==> src/sv/u8cp_pkg.sv <==
// Shared types and constants for the UTF-8 to CP1251 transcoder.
package u8cp_pkg;

    // Configuration register indexes.
    localparam int unsigned CFG_IDX_W = 8;
    localparam logic [CFG_IDX_W-1:0] CFG_OUT_LIMIT    = 8'd0;
    localparam logic [CFG_IDX_W-1:0] CFG_UNKNOWN_CHAR = 8'd1;

    localparam int unsigned LIMIT_W = 13;

    localparam logic [LIMIT_W-1:0] OUT_LIMIT_RST    = 13'd256;
    localparam logic [7:0]         UNKNOWN_CHAR_RST = 8'd42;

    // Lead bytes and special continuation bytes.
    localparam logic [7:0] LEAD_D0    = 8'hD0;
    localparam logic [7:0] LEAD_D1    = 8'hD1;
    localparam logic [7:0] LEAD_C2    = 8'hC2;
    localparam logic [7:0] LEAD_E2    = 8'hE2;
    localparam logic [7:0] OFS_D0     = 8'h30;
    localparam logic [7:0] OFS_D1     = 8'h70;
    localparam logic [7:0] CP_YO_UP   = 8'hA8;
    localparam logic [7:0] CP_YO_LO   = 8'hB8;
    localparam logic [7:0] TRAIL_E2_1 = 8'h80;
    localparam logic [7:0] TRAIL_DASH = 8'h94;
    localparam logic [7:0] TRAIL_ELL  = 8'hA6;
    localparam logic [7:0] GUIL_LEFT  = 8'hAB;
    localparam logic [7:0] GUIL_RIGHT = 8'hBB;
    localparam logic [7:0] YO_UP_TR   = 8'h81;
    localparam logic [7:0] YO_LO_TR   = 8'h91;

    localparam logic [7:0] CH_DASH  = 8'h2D;
    localparam logic [7:0] CH_DOT   = 8'h2E;
    localparam logic [7:0] CH_QUOTE = 8'h22;

    // E2 sequence progress.
    localparam logic [1:0] E2_IDLE = 2'd0;
    localparam logic [1:0] E2_HELD = 2'd2;

    typedef struct packed {
        logic [7:0] in_byte;
        logic       in_last;
    } t_in_beat;

    typedef struct packed {
        logic [7:0] out_byte;
        logic       out_last;
    } t_out_beat;

    // Results of one input beat: nchar copies of one byte, then maybe a terminator.
    typedef struct packed {
        logic [7:0] chr;
        logic [1:0] nchar;
        logic       term;
    } t_group;

endpackage

==> src/sv/u8cp_decode.sv <==
// Per-byte decoder and string state of the transcoder.
module u8cp_decode
    import u8cp_pkg::*;
(
    input  logic               i_clk,
    input  logic               i_rst_n,
    input  logic               i_adv,
    input  t_in_beat           i_beat,
    input  logic [LIMIT_W-1:0] i_out_limit,
    input  logic [7:0]         i_unknown_char,
    output t_group             o_group
);

    logic [7:0]         r_lead,  n_lead;
    logic [1:0]         r_e2,    n_e2;
    logic [7:0]         r_trail, n_trail;
    logic [LIMIT_W-1:0] r_count, n_count;
    logic               r_skip,  n_skip;

    logic [7:0] w_c;
    logic [1:0] w_want;
    logic [7:0] w_chr;
    logic       w_term;
    logic       w_clr;
    logic [2:0] w_ok;
    logic [1:0] w_k;

    assign w_c = i_beat.in_byte;

    // Room check for each of up to three characters in the output buffer.
    always_comb begin
        for (int i = 0; i < 3; i++) begin
            w_ok[i] = ({1'b0, r_count} + (LIMIT_W+1)'(i + 1)) < {1'b0, i_out_limit};
        end
    end

    // Translate the byte and work out the next string state.
    always_comb begin
        n_lead  = r_lead;
        n_e2    = r_e2;
        n_trail = r_trail;
        n_skip  = r_skip;
        w_want  = 2'd0;
        w_chr   = w_c;
        w_term  = 1'b0;
        w_clr   = 1'b0;
        if (r_skip) begin
            w_clr = i_beat.in_last;
        end else if (r_lead == 8'd0 && w_c == 8'd0) begin
            // Zero byte while idle ends the string early.
            w_term = 1'b1;
            if (i_beat.in_last) begin
                w_clr = 1'b1;
            end else begin
                n_skip = 1'b1;
            end
        end else begin
            if (r_e2 == E2_HELD) begin
                n_e2   = E2_IDLE;
                n_lead = 8'd0;
                if (r_trail == TRAIL_E2_1 && w_c == TRAIL_DASH) begin
                    w_chr  = CH_DASH;
                    w_want = 2'd2;
                end else if (r_trail == TRAIL_E2_1 && w_c == TRAIL_ELL) begin
                    w_chr  = CH_DOT;
                    w_want = 2'd3;
                end else begin
                    w_chr  = i_unknown_char;
                    w_want = 2'd1;
                end
            end else if (r_lead == 8'd0) begin
                if (w_c < 8'h80) begin
                    w_want = 2'd1;
                end else begin
                    n_lead = w_c;
                end
            end else begin
                n_lead = 8'd0;
                w_want = 2'd1;
                case (r_lead)
                    LEAD_D0: begin
                        if (w_c inside {[8'h90:8'hCF]}) begin
                            w_chr = w_c + OFS_D0;
                        end else if (w_c == YO_UP_TR) begin
                            w_chr = CP_YO_UP;
                        end
                    end
                    LEAD_D1: begin
                        if (w_c inside {[8'h80:8'h8F]}) begin
                            w_chr = w_c + OFS_D1;
                        end else if (w_c == YO_LO_TR) begin
                            w_chr = CP_YO_LO;
                        end
                    end
                    LEAD_C2: begin
                        if (w_c == GUIL_LEFT || w_c == GUIL_RIGHT) begin
                            w_chr = CH_QUOTE;
                        end else begin
                            w_chr = i_unknown_char;
                        end
                    end
                    LEAD_E2: begin
                        n_lead  = r_lead;
                        n_trail = w_c;
                        n_e2    = E2_HELD;
                        w_want  = 2'd0;
                    end
                    default: begin
                        w_chr = i_unknown_char;
                    end
                endcase
            end
            if (i_beat.in_last) begin
                w_term = 1'b1;
                w_clr  = 1'b1;
            end
        end

        // Characters that still fit in the buffer.
        w_k = 2'd0;
        if (w_want >= 2'd1 && w_ok[0]) w_k = 2'd1;
        if (w_want >= 2'd2 && w_ok[1]) w_k = 2'd2;
        if (w_want == 2'd3 && w_ok[2]) w_k = 2'd3;

        n_count = r_count + LIMIT_W'(w_k);
        if (w_clr) begin
            n_lead  = 8'd0;
            n_e2    = E2_IDLE;
            n_trail = 8'd0;
            n_count = '0;
            n_skip  = 1'b0;
        end
    end

    assign o_group.chr   = w_chr;
    assign o_group.nchar = w_k;
    assign o_group.term  = w_term;

    // String state advances once per decoded beat.
    always_ff @(posedge i_clk) begin
        if (!i_rst_n) begin
            r_lead  <= 8'd0;
            r_e2    <= E2_IDLE;
            r_trail <= 8'd0;
            r_count <= '0;
            r_skip  <= 1'b0;
        end else if (i_adv) begin
            r_lead  <= n_lead;
            r_e2    <= n_e2;
            r_trail <= n_trail;
            r_count <= n_count;
            r_skip  <= n_skip;
        end
    end

endmodule

==> src/sv/u8cp_emit.sv <==
// Result register that plays out the bytes of one decoded beat.
module u8cp_emit
    import u8cp_pkg::*;
(
    input  logic      i_clk,
    input  logic      i_rst_n,
    input  logic      i_load,
    input  t_group    i_group,
    output logic      o_free,
    output logic      o_valid,
    input  logic      i_ready,
    output t_out_beat o_beat
);

    logic [7:0] r_chr;
    logic [1:0] r_nchar;
    logic       r_term;
    logic       w_take;
    logic       w_final;

    assign o_valid  = (r_nchar != 2'd0) || r_term;
    assign w_take   = o_valid && i_ready;
    assign w_final  = (r_nchar == 2'd1 && !r_term) || (r_nchar == 2'd0 && r_term);
    assign o_free   = !o_valid || (w_take && w_final);

    assign o_beat.out_byte = (r_nchar != 2'd0) ? r_chr : 8'd0;
    assign o_beat.out_last = (r_nchar == 2'd0) && r_term;

    // Characters go first, the terminator after them.
    always_ff @(posedge i_clk) begin
        if (!i_rst_n) begin
            r_nchar <= 2'd0;
            r_term  <= 1'b0;
        end else if (i_load) begin
            r_nchar <= i_group.nchar;
            r_term  <= i_group.term;
        end else if (w_take) begin
            if (r_nchar != 2'd0) begin
                r_nchar <= r_nchar - 2'd1;
            end else begin
                r_term <= 1'b0;
            end
        end
    end

    always_ff @(posedge i_clk) begin
        if (i_load) begin
            r_chr <= i_group.chr;
        end
    end

endmodule

==> src/sv/utf8_to_cp1251_transcoder_core.sv <==
// Top level of the UTF-8 to CP1251 stream transcoder.
//
//  Channel | Direction | Handshake                   | Payload
//  --------+-----------+-----------------------------+-------------------------------
//  cfg     | in        | i_cfg_valid / o_cfg_ready   | i_cfg_index, i_cfg_data
//  in      | in        | i_in_valid / o_in_ready     | i_in (in_byte, in_last)
//  out     | out       | o_out_valid / i_out_ready   | o_out (out_byte, out_last)
//
// Each input beat is registered, decoded combinationally and handed to the result
// register, which sends one output beat per cycle while the output is ready. Plain
// bytes sustain one beat per cycle under the same condition; a beat that expands
// into more than one result stalls the input until the last of them is taken.
// Reset is synchronous and active low; it restores the register defaults and
// clears the string state. A stalled output holds the input once the input
// register is full.
module utf8_to_cp1251_transcoder_core
    import u8cp_pkg::*;
(
    input  logic                 i_clk,
    input  logic                 i_rst_n,
    input  logic                 i_cfg_valid,
    output logic                 o_cfg_ready,
    input  logic [CFG_IDX_W-1:0] i_cfg_index,
    input  logic [LIMIT_W-1:0]   i_cfg_data,
    input  logic                 i_in_valid,
    output logic                 o_in_ready,
    input  t_in_beat             i_in,
    output logic                 o_out_valid,
    input  logic                 i_out_ready,
    output t_out_beat            o_out
);

    logic [LIMIT_W-1:0] r_out_limit;
    logic [7:0]         r_unknown_char;
    logic               r_in_valid;
    t_in_beat           r_in;

    t_group w_group;
    logic   w_free;
    logic   w_empty;
    logic   w_adv;

    // Configuration writes are always taken.
    assign o_cfg_ready = 1'b1;

    always_ff @(posedge i_clk) begin
        if (!i_rst_n) begin
            r_out_limit    <= OUT_LIMIT_RST;
            r_unknown_char <= UNKNOWN_CHAR_RST;
        end else if (i_cfg_valid) begin
            if (i_cfg_index == CFG_OUT_LIMIT) begin
                r_out_limit <= i_cfg_data;
            end else if (i_cfg_index == CFG_UNKNOWN_CHAR) begin
                r_unknown_char <= i_cfg_data[7:0];
            end
        end
    end

    // A decoded beat moves on when the result register frees up or it has no results.
    assign w_empty    = (w_group.nchar == 2'd0) && !w_group.term;
    assign w_adv      = r_in_valid && (w_empty || w_free);
    assign o_in_ready = !r_in_valid || w_adv;

    // Input register.
    always_ff @(posedge i_clk) begin
        if (!i_rst_n) begin
            r_in_valid <= 1'b0;
        end else if (o_in_ready) begin
            r_in_valid <= i_in_valid;
        end
    end

    always_ff @(posedge i_clk) begin
        if (o_in_ready && i_in_valid) begin
            r_in <= i_in;
        end
    end

    u8cp_decode u_decode (
        .i_clk          (i_clk),
        .i_rst_n        (i_rst_n),
        .i_adv          (w_adv),
        .i_beat         (r_in),
        .i_out_limit    (r_out_limit),
        .i_unknown_char (r_unknown_char),
        .o_group        (w_group)
    );

    u8cp_emit u_emit (
        .i_clk   (i_clk),
        .i_rst_n (i_rst_n),
        .i_load  (w_adv && !w_empty),
        .i_group (w_group),
        .o_free  (w_free),
        .o_valid (o_out_valid),
        .i_ready (i_out_ready),
        .o_beat  (o_out)
    );

    // The terminator always carries a zero byte.
    a_term_zero: assert property (@(posedge i_clk) disable iff (!i_rst_n)
        (o_out_valid && o_out.out_last) |-> (o_out.out_byte == 8'd0))
        else $error("terminator beat with nonzero byte");

    // Nothing is presented in the cycle after reset.
    a_rst_quiet: assert property (@(posedge i_clk) disable iff (!i_rst_n)
        $past(!i_rst_n) |-> (!o_out_valid && o_in_ready))
        else $error("output valid or input blocked right after reset");

    // A held input beat that cannot move on stays in the input register.
    a_in_hold: assert property (@(posedge i_clk) disable iff (!i_rst_n)
        (r_in_valid && !w_adv) |=> (r_in_valid && $stable(r_in)))
        else $error("input beat lost while stalled");

    // A beat with results is only loaded when the result register frees up.
    a_no_overrun: assert property (@(posedge i_clk) disable iff (!i_rst_n)
        (w_adv && !w_empty) |-> w_free)
        else $error("result register overwritten");

endmodule

==> config.mk <==
export PLATFORM = sky130hd
export DESIGN_NAME = utf8_to_cp1251_transcoder_core
export DESIGN_NICKNAME = d
export VERILOG_FILES = /design/src/sv/u8cp_pkg.sv /design/src/sv/u8cp_decode.sv /design/src/sv/u8cp_emit.sv /design/src/sv/utf8_to_cp1251_transcoder_core.sv
export SDC_FILE = /design/constraint.sdc
export NUM_CORES = 1
export LEC_CHECK = 0
export BUFFER_PORTS_ARGS = -buffer_cell sky130_fd_sc_hd__buf_2
export CORE_UTILIZATION = 47
export DETAILED_ROUTE_END_ITERATION = 7
export PLACE_DENSITY = 0.68
export SLEW_MARGIN = 20
export SYNTH_ARGS = -nofsm -noshare
export SYNTH_HDL_FRONTEND = slang
export SYNTH_HIERARCHICAL = 1
export SYNTH_SLANG_ARGS = --single-unit
==> constraint.sdc <==
create_clock -name i_clk -period 4.65 [get_ports i_clk]
set_input_delay 0.93 -clock i_clk [delete_from_list [all_inputs] [get_ports i_clk]]
set_output_delay 0.93 -clock i_clk [all_outputs]
set_load 0.05 [all_outputs]
; Yosys cells after proc, flatten, opt, wreduce, memory -nomap -nowiden
; Cells that the tools add are included.
[totals]
ff_bits = 74
latchBits = 0
ram_bits = 0
romBits = 0
out_inout_bits = 12
n_memories = 0
[op_classes]
add_sub_neg = 7
n_mul = 0
div_mod_pow = 0
order_cmp = 10
n_eq_ne = 23
n_shift = 0
muxes = 58
bitwise = 1
n_reduce_logical = 44
[ops]
columns = cell, n
row1 = $mux W8, 25
row2 = $eq A8 B8 Y1 const B, 11
row3 = $lt A14 B13 Y1, 3
row4 = $mux W2, 17
row5 = $pmux W8 S4, 1
row6 = $add A13 B2 Y14 const B, 2
row7 = $logic_not A8 Y1, 3
row8 = $ge A8 B8 Y1 const B, 2
row9 = $le A8 B8 Y1 const B, 2
row10 = $logic_and A1 B1 Y1, 16
row11 = $add A13 B1 Y14 const B, 1
row12 = $mux W1, 14
row13 = $add A13 B2 Y13, 1
row14 = $mux W13, 1
row15 = $reduce_and A5 Y1, 2
row16 = $add A8 B6 Y8 const B, 1
row17 = $add A8 B7 Y8 const B, 1
row18 = $eq A8 B1 Y1 const B, 1
row19 = $lt A8 B8 Y1 const B, 1
row20 = $ne A2 B1 Y1 const B, 4
row21 = $reduce_bool A2 Y1, 4
row22 = $logic_or A1 B1 Y1, 6
row23 = $reduce_and A2 Y1, 3
row24 = $reduce_and A6 Y1, 1
row25 = 14 further kinds, 20

; Depth between registers and ports, before layout
; Gate-level depths: netlist of the first run.
[logic_depth]
word_depth = 19
ltp_mapped = 20
mapped_depth_nobuf = 20

; Cells and area by module
; The synthesis of the first run kept the hierarchy.
[modules_own_cells]
columns = mod, n_inst, cells_each, area_each_um2
row1 = u8cp_decode, 1, 471, 3631.0
row2 = utf8_to_cp1251_transcoder_core, 1, 113, 1212.4
row3 = u8cp_emit, 1, 46, 543.0

; Least setup slack after synthesis of the first run
; OpenSTA, ideal clock, no wires.
[synth_timing]
kind = register -> output
from = reg u_decode.r_count[2]
to = out o_in_ready
arrival_ns = 3.538
path_slack_ns = 0.182
stages_incl_launch_ff = 17
path_buffers = 1
cell_sequence = dfxtp_1 > clkbuf_1 > and4_1 > and3_1 > nand2_1 > nor2_1 > xor2_1 > ha_1 > nand3_1 > a21oi_1 > nand2_1 > o2111a_1 > or4_1 > o21ai_1 > nor3_1 > nor3b_1 > inv_1
[synth_rtl]
columns = item, line
row1 = from (decl), u8cp_decode.sv:17  ; logic [LIMIT_W-1:0] r_count, n_count;
row2 = from (signal assigned), u8cp_decode.sv:151  ; r_count <= n_count;
row3 = to (decl), utf8_to_cp1251_transcoder_core.sv:26  ; output logic o_in_ready,

==> results.yml, run 1 <==
floorplan:
  start_util_pct: 49.0
  coreArea_sq_mm: 0.0110
  die_w_um: 109
  die-area_sq_mm: 0.0119
  ios: 47
  num_rows: 38
  die_h_um: 109
worst_setup_path:
  cp_max_fo: 6
  cp-end-kind: "output pin"
  path_class: "flop to output pin"
  required_ns: 3.72
  r2r_cells: 20
  rrSetupSlack_ns: 0.20
  cp_data_arrival_time_ns: 3.59
  cp-start-kind: "flop"
placed_design:
  post-place-ws_ns: 0.0944
  place.gp.congestion: 0.975
  dp_hpwl_mm: 11.0
  portBuffers: 45
power:
  power-per-cell-area_mw_per_mm2: 249
  fin_total_pwr_uw: 1580
  peakVddDrop_v: 0.000175
  p_leak_uw: 0.00261
clocking:
  cts.sinks: 73
  cts-htree-levels: 3
  clock_latency_ns: 0.34
  cts.clk_slew.worst_paths_ns: 0.06
  tritoncts: "built"
  postCtsHoldBufs: 0
  cts_made_buffers: 9
  clockBufferDepth: 2
  clockRootBuffer: "clkbuf_16"
layout:
  area_growth_pct: 18.0
  drive_above_1_share_pct: 20.9
  antennaDiodeCount: 0
  nets: 778
  final_core_utilization_pct: 57.8
grt:
  grt_util_met1_pct: 35.6
  grt_first_pass_wirelength_mm: 22.9
  gr-total-overflow: 0
  grt_max_degree: 54
  grt_pass1_vias: 4587
  met2_usage_pct: 37.8
  antenna_found_initial: 0
  grt_usage_pct: 25.3
  top_usage_layer: "met2"
  grt.met3_usage_pct: 4.18
synth:
  synth_edf_count: 17
  yosys_warnings: 6
  async_reset_ff_share_pct: 0
  ys.flop_type: "dfxtp_1"
  ys_seq_area_share_pct: 30.3
  synthCells: 630
  synth_area_leader_cell: "dfxtp_1"
  synth_top_area_share_pct: 20.8
  synth_cell_types: 79
  yosys_register_bits: 73
  syn-num-nets: 716
  synth.avg_cell_area_sq_um: 8.55
  ys_top_cells_by_area: "dfxtp_1 21%, ha_1 12%, edfxtp_1 9.5%, nand2_1 4.6%, xor2_1 3.9%"
  syn_area_sq_mm: 0.00539
sta:
  fin_crit_sh_pct: 97.2
  fmax_ghz: 0.221
  finalHoldViolCount: 0
  setup_ws_ns: 0.131
  setup_viol: 0
  maxSlewViolCount: 0
  finClkSkew_ns: 0.00445
  max-slew-margin-rel_pct: 40.3
  worst_pin_slew_ns: 0.896
  period_needed_ns: 4.52
route:
  routed_wl_mm: 14.5
  wl_per_cell_um: 17.3
  viasPerCell: 5.94
  drtAntennaViolNets: 0
  drt_iter0_drc: 491
  drc: 0
  drtPass1Iterations: 5
  via_count: 4973
status:
  status: "finished clean"
hold_path:
  worstHoldPathType: "flop to flop"
  holdPathStages: 2
run:
  cap_violations: 0
## path summary, 6_finish.rpt
| path | from | endpoint |
|---|---|---|
| hold reg to reg | r_out_limit[5]$_SDFFE_PN0P_ | r_out_limit[5]$_SDFFE_PN0P_ |
| setup / recovery | u_decode/r_count[2]$_SDFFE_PN0P_ | o_in_ready |
| setup reg to reg | u_decode/r_count[2]$_SDFFE_PN0P_ | u_decode/r_count[12]$_SDFFE_PN0P_ |
| hold / removal | r_out_limit[5]$_SDFFE_PN0P_ | r_out_limit[5]$_SDFFE_PN0P_ |
## layer usage
metal  part of all wire (%)  routed length, um
met1                     49               7040
met2                     43               6230
met3                    6.7                976
met4                    1.8                263
met5                      0                  0
## cell usage in the layout, fill, tap and decap left out, drive strengths merged, types with 9 or more instances in the layout
cell type / count
a31oi: 9
dfxtp: 56
nand2: 66
mux2i: 19
a21oi: 29
nor4: 12
edfxtp: 17
buf: 90
xor2: 24
nor2b: 22
inv: 31
xnor2: 15
o21ai: 24
ha: 50
nand4: 10
nand3: 22
a22o: 9
nor3: 12
clkbuf: 12
a21o: 9
nor2: 48
## what timing repair did
item,CTS,global route
pin swaps,1,13
resized for setup,7,30
setup endpoints to repair,1,3
buffers inserted,2,8
## metrics by stage
stage          TNS (ns)  cells  area, sq um  hold slack (ns)
6_report              0    837         6350            0.459
5_1_grt         -0.0259    837         6350            0.482
4_1_cts               0    829         6190            0.459
3_5_place_dp          0    811         5870            0.448
3_3_place_gp          0    811         5870            0.445
2_1_floorplan         0    630         5390            0.434
## cells by family after synthesis
| kind of cell | share of synthesized area [%] |
|---|---|
| adders and majority gates | 12.0 |
| xor gates and xnor gates | 6.34 |
| and+or+nand+nor | 23.3 |
| other | 0.0696 |
| AOI/OAI and AO/OA | 18.7 |
| muxes | 3.74 |
| DFF | 30.3 |
| buffers and inverters | 5.48 |
## synthesized netlist by cell type, types with 3 or more instances
library cell / number
nor2_1: 47
xnor2_1: 15
a22o_1: 9
o211ai_1: 7
dfxtp_1: 56
a31oi_1: 9
nand3_1: 22
nor4_1: 9
o21a_1: 8
buf_2: 11
a21boi_1: 3
clkbuf_1: 19
edfxtp_1: 17
o21ai_1: 4
a22oi_1: 3
a221oi_1: 3
inv_1: 30
a211oi_1: 3
nor3b_1: 4
mux2i_1: 19
and3_1: 4
buf_1: 5
xor2_1: 24
nand4bb_1: 3
a32o_1: 8
o2111ai_1: 3
ha_1: 50
a21oi_1: 29
nand2_1: 66
and2_1: 4
and4_1: 3
o21ai_0: 20
nand2b_1: 5
nor2b_1: 21
nor3_1: 11
or3_1: 5
a21o_1: 9
nand4_1: 10
## worst max-delay path, cell delays in order, from the launching register on
cell	delay, ns
dfxtp_4	0.39
and4_4	0.22
and3_4	0.19
nand2_2	0.09
nor2_2	0.13
xor2_1	0.08
ha_1	0.32
nand3_1	0.10
a21oi_2	0.14
nand2_1	0.07
o2111a_1	0.24
or4_4	0.53
o21ai_4	0.18
nor3_2	0.08
nor3b_2	0.24
inv_1	0.08
buf_6	0.15
## sequential cells by signal, summed over array words and instances (netlist names)
signal,flops
u_emit/r_term,1
r_out_limit,13
r_in_valid,1
r_in,9
u_decode/r_skip,1
r_unknown_char,8
u_emit/r_nchar,2
u_decode/r_lead,8
u_emit/r_chr,8
u_decode/r_e2,1
u_decode/r_trail,8
u_decode/r_count,13
## cell type report
| cell class | count | area [sq um] |
|---|---|---|
| fillers | 963 | 4630 |
| multi-input cells | 488 | 3570 |
| flip-flops and latches | 73 | 1640 |
| repair buffers | 90 | 573 |
| clock buffers | 12 | 256 |
| well taps | 140 | 175 |
| inverters | 30 | 113 |
| clock inverters | 4 | 26.3 |
## where the power goes
group,switching (uW),internal [uW]
combinational,144,85.1
clock,277,391
sequential,16.9,668
(Power assumes the default switching activity.)
==> run 2: changes to the inputs <==
--- a/config.mk
+++ b/config.mk
@@ -6,10 +6,9 @@
 export NUM_CORES = 1
 export LEC_CHECK = 0
 export BUFFER_PORTS_ARGS = -buffer_cell sky130_fd_sc_hd__buf_2
-export CORE_UTILIZATION = 47
+export CORE_UTILIZATION = 25
 export DETAILED_ROUTE_END_ITERATION = 7
-export PLACE_DENSITY = 0.68
-export SLEW_MARGIN = 20
+export SLEW_MARGIN = 25
 export SYNTH_ARGS = -nofsm -noshare
 export SYNTH_HDL_FRONTEND = slang
 export SYNTH_HIERARCHICAL = 1
==> run 2 against run 1 <==
Design area grew 2.3%. Maximum frequency up 0.28%. Clock-buffer cell count fell by 1. Utilization is 27 points lower. Non-clock buffer count fell by 3. Sequential cell count unchanged. Register-to-register slack gained 0.13 ns. Wire length rose by 1.2%. First-iteration DRC count is 40% lower. Total power up 1.8%. Combinational power rose by 3%. Largest power group is now clock.
==> results.yml, run 2 (synthesis gave the netlist of run 1 again) <==
route:
  wl_per_cell_um: 15.2
  drtPass1Iterations: 5
  routed_wl_mm: 14.7
  via_count: 4786
  drt_iter0_drc: 297
  drtAntennaViolNets: 0
  viasPerCell: 4.94
  drc: 0
power:
  p_sw_uw: 446
  fin_total_pwr_uw: 1610
  clockPowerShare_pct: 43.0
  combPwrFrac_pct: 14.7
  p_leak_uw: 0.00259
  p_sw_share_pct: 27.7
  peakVddDrop_v: 0.000157
  pwr-share-seq_pct: 42.4
  power-per-cell-area_mw_per_mm2: 248
  p_int_uw: 1160
worst_setup_path:
  cp_max_fo: 6
  rr_startpoint: "u_decode/r_count[2]$_SDFFE_PN0P_"
  cp_cell_sequence: "buf_6 > ha_2 > a21oi_4 > nand3b_1 > nor2_1 > xor2_1 > ha_1 > and4_1 > a21oi_1 > nand2_1 > a2111o_1 > nand2b_1 > nor3_2 > nor3b_2 > inv_1 > buf_6"
  rrSetupSlack_ns: 0.33
  crit_slowest_cell: "a2111o_1"
  required_ns: 3.72
  max_stage_delay_ns: 0.43
  cp-start-kind: "flop"
  r2r_end: "u_decode/r_count[12]$_SDFFE_PN0P_"
  cp-end-kind: "output pin"
  crit_top_cell: "buf_6"
  r2r_cells: 20
  cp_data_arrival_time_ns: 3.58
  path_class: "flop to output pin"
floorplan:
  die_h_um: 149
  ios: 47
  die_w_um: 149
  coreArea_sq_mm: 0.0211
  num_rows: 53
  die-area_sq_mm: 0.0221
  start_util_pct: 25.5
sta:
  totalNegativeSetupSlack_ns: 0
  period_needed_ns: 4.51
  setup_viol: 0
  fin_crit_sh_pct: 96.9
  worst_pin_slew_ns: 0.947
  max-slew-margin-rel_pct: 36.8
  maxSlewViolCount: 0
  finalHoldViolCount: 0
  fmax_ghz: 0.222
  finClkSkew_ns: 0.00684
clocking:
  cts.clk_slew.worst_paths_ns: 0.06
  clockRootBuffer: "clkbuf_16"
  clock_latency_ns: 0.35
  clockBufferDepth: 2
  cts_made_buffers: 9
  postCtsHoldBufs: 0
  tritoncts: "built"
  cts-htree-levels: 3
  cts.sinks: 73
placed_design:
  dpl_cell_area_sq_mm: 0.00603
  place_inst: 944
  portBuffers: 45
  place.gp.congestion: 0.904
  dp_hpwl_mm: 11.2
grt:
  grt_usage_pct: 13.7
  antenna_found_initial: 0
  gr-total-overflow: 0
  grt_first_pass_wirelength_mm: 23.7
  grt_max_degree: 54
  grt_pass1_vias: 4528
layout:
  layout_commonest_cell: "nand2_1"
  final_core_utilization_pct: 30.8
  nets: 775
  drive_above_1_share_pct: 20.0
  final_area_sq_mm: 0.00650
  antennaDiodeCount: 0
  area_growth_pct: 20.6
  top_regs: "r_out_limit: 13 flops, u_decode/r_count: 13 flops, r_in: 9 flops"
  final_cell_mix: "65 x nand2_1, 52 x dfxtp_1, 48 x ha_1"
  instances_no_fill: 969
status:
  status: "finished clean"
hold_path:
  holdPathEnd: "r_out_limit[11]$_SDFFE_PN0P_"
  hold_start: "r_out_limit[11]$_SDFFE_PN0P_"
  worstHoldPathType: "flop to flop"
  holdPathStages: 2
run:
  cap_violations: 0
run 2: layout make-up:
cell class	instances	area, sq um
inverters	30	113
clock inverters	5	33.8
clock buffers	11	264
fillers	2249	14600
well taps	275	344
flip-flops and latches	73	1640
multi-input cells	488	3550
repair buffers	87	551
run 2: what timing repair did:
item / CTS / global route
resized for setup: 4 / 28
cloned: 0 / 0
pin swaps: 1 / 9
buffers inserted: 2 / 7
setup endpoints to repair: 1 / 5
run 2: power by group through the flow:
stage | Sequential, uW | Clock (uW) | Combinational (uW)
6_report | 682 | 691 | 236
5_1_grt | 684 | 739 | 257
2_1_floorplan | 691 | 0 | 159
3_5_place_dp | 697 | 0 | 225
4_1_cts | 683 | 710 | 228
3_3_place_gp | 697 | 0 | 224
run 2: worst max-delay path by stage:
| stage | start | to | cells after the start |
|---|---|---|---|
| 6_report | u_decode/r_count[2]$_SDFFE_PN0P_ | o_in_ready | 16 |
| 5_1_grt | u_decode/r_count[2]$_SDFFE_PN0P_ | o_in_ready | 16 |
| 4_1_cts | u_decode/r_count[2]$_SDFFE_PN0P_ | o_in_ready | 17 |
| 3_5_place_dp | u_decode/r_count[1]$_SDFFE_PN0P_ | o_in_ready | 17 |
| 3_3_place_gp | u_decode/r_count[1]$_SDFFE_PN0P_ | o_in_ready | 16 |
| 2_1_floorplan | u_decode/r_count[2]$_SDFFE_PN0P_ | o_in_ready | 16 |
run 2: stage by stage:
step / setup WS, ns / hold WS (ns)
floorplan: 0.182 / 0.434
global placement: 0.229 / 0.444
detailed placement: 0.159 / 0.449
CTS: 0.00917 / 0.457
global route: -0.0399 / 0.477
finish: 0.143 / 0.452
run 2: critical path, delay by kind of cell (launching register included):
family / cells / cell delay, ns
and+or+nand+nor: 7 / 1.22
AOI/OAI and AO/OA: 3 / 0.64
adders and majority gates: 2 / 0.46
DFF: 1 / 0.37
buffers and inverters: 3 / 0.35
xor gates and xnor gates: 1 / 0.18
run 2: layer usage:
metal / GRT usage [%] / share of wire, % / up-vias
met5: 0 / 0 / -
met4: 6.02 / 1.8 / 0
met3: 2.42 / 5.7 / 15
met2: 19.4 / 41 / 145
met1: 20.1 / 52 / 2225
li1: - / - / 2401
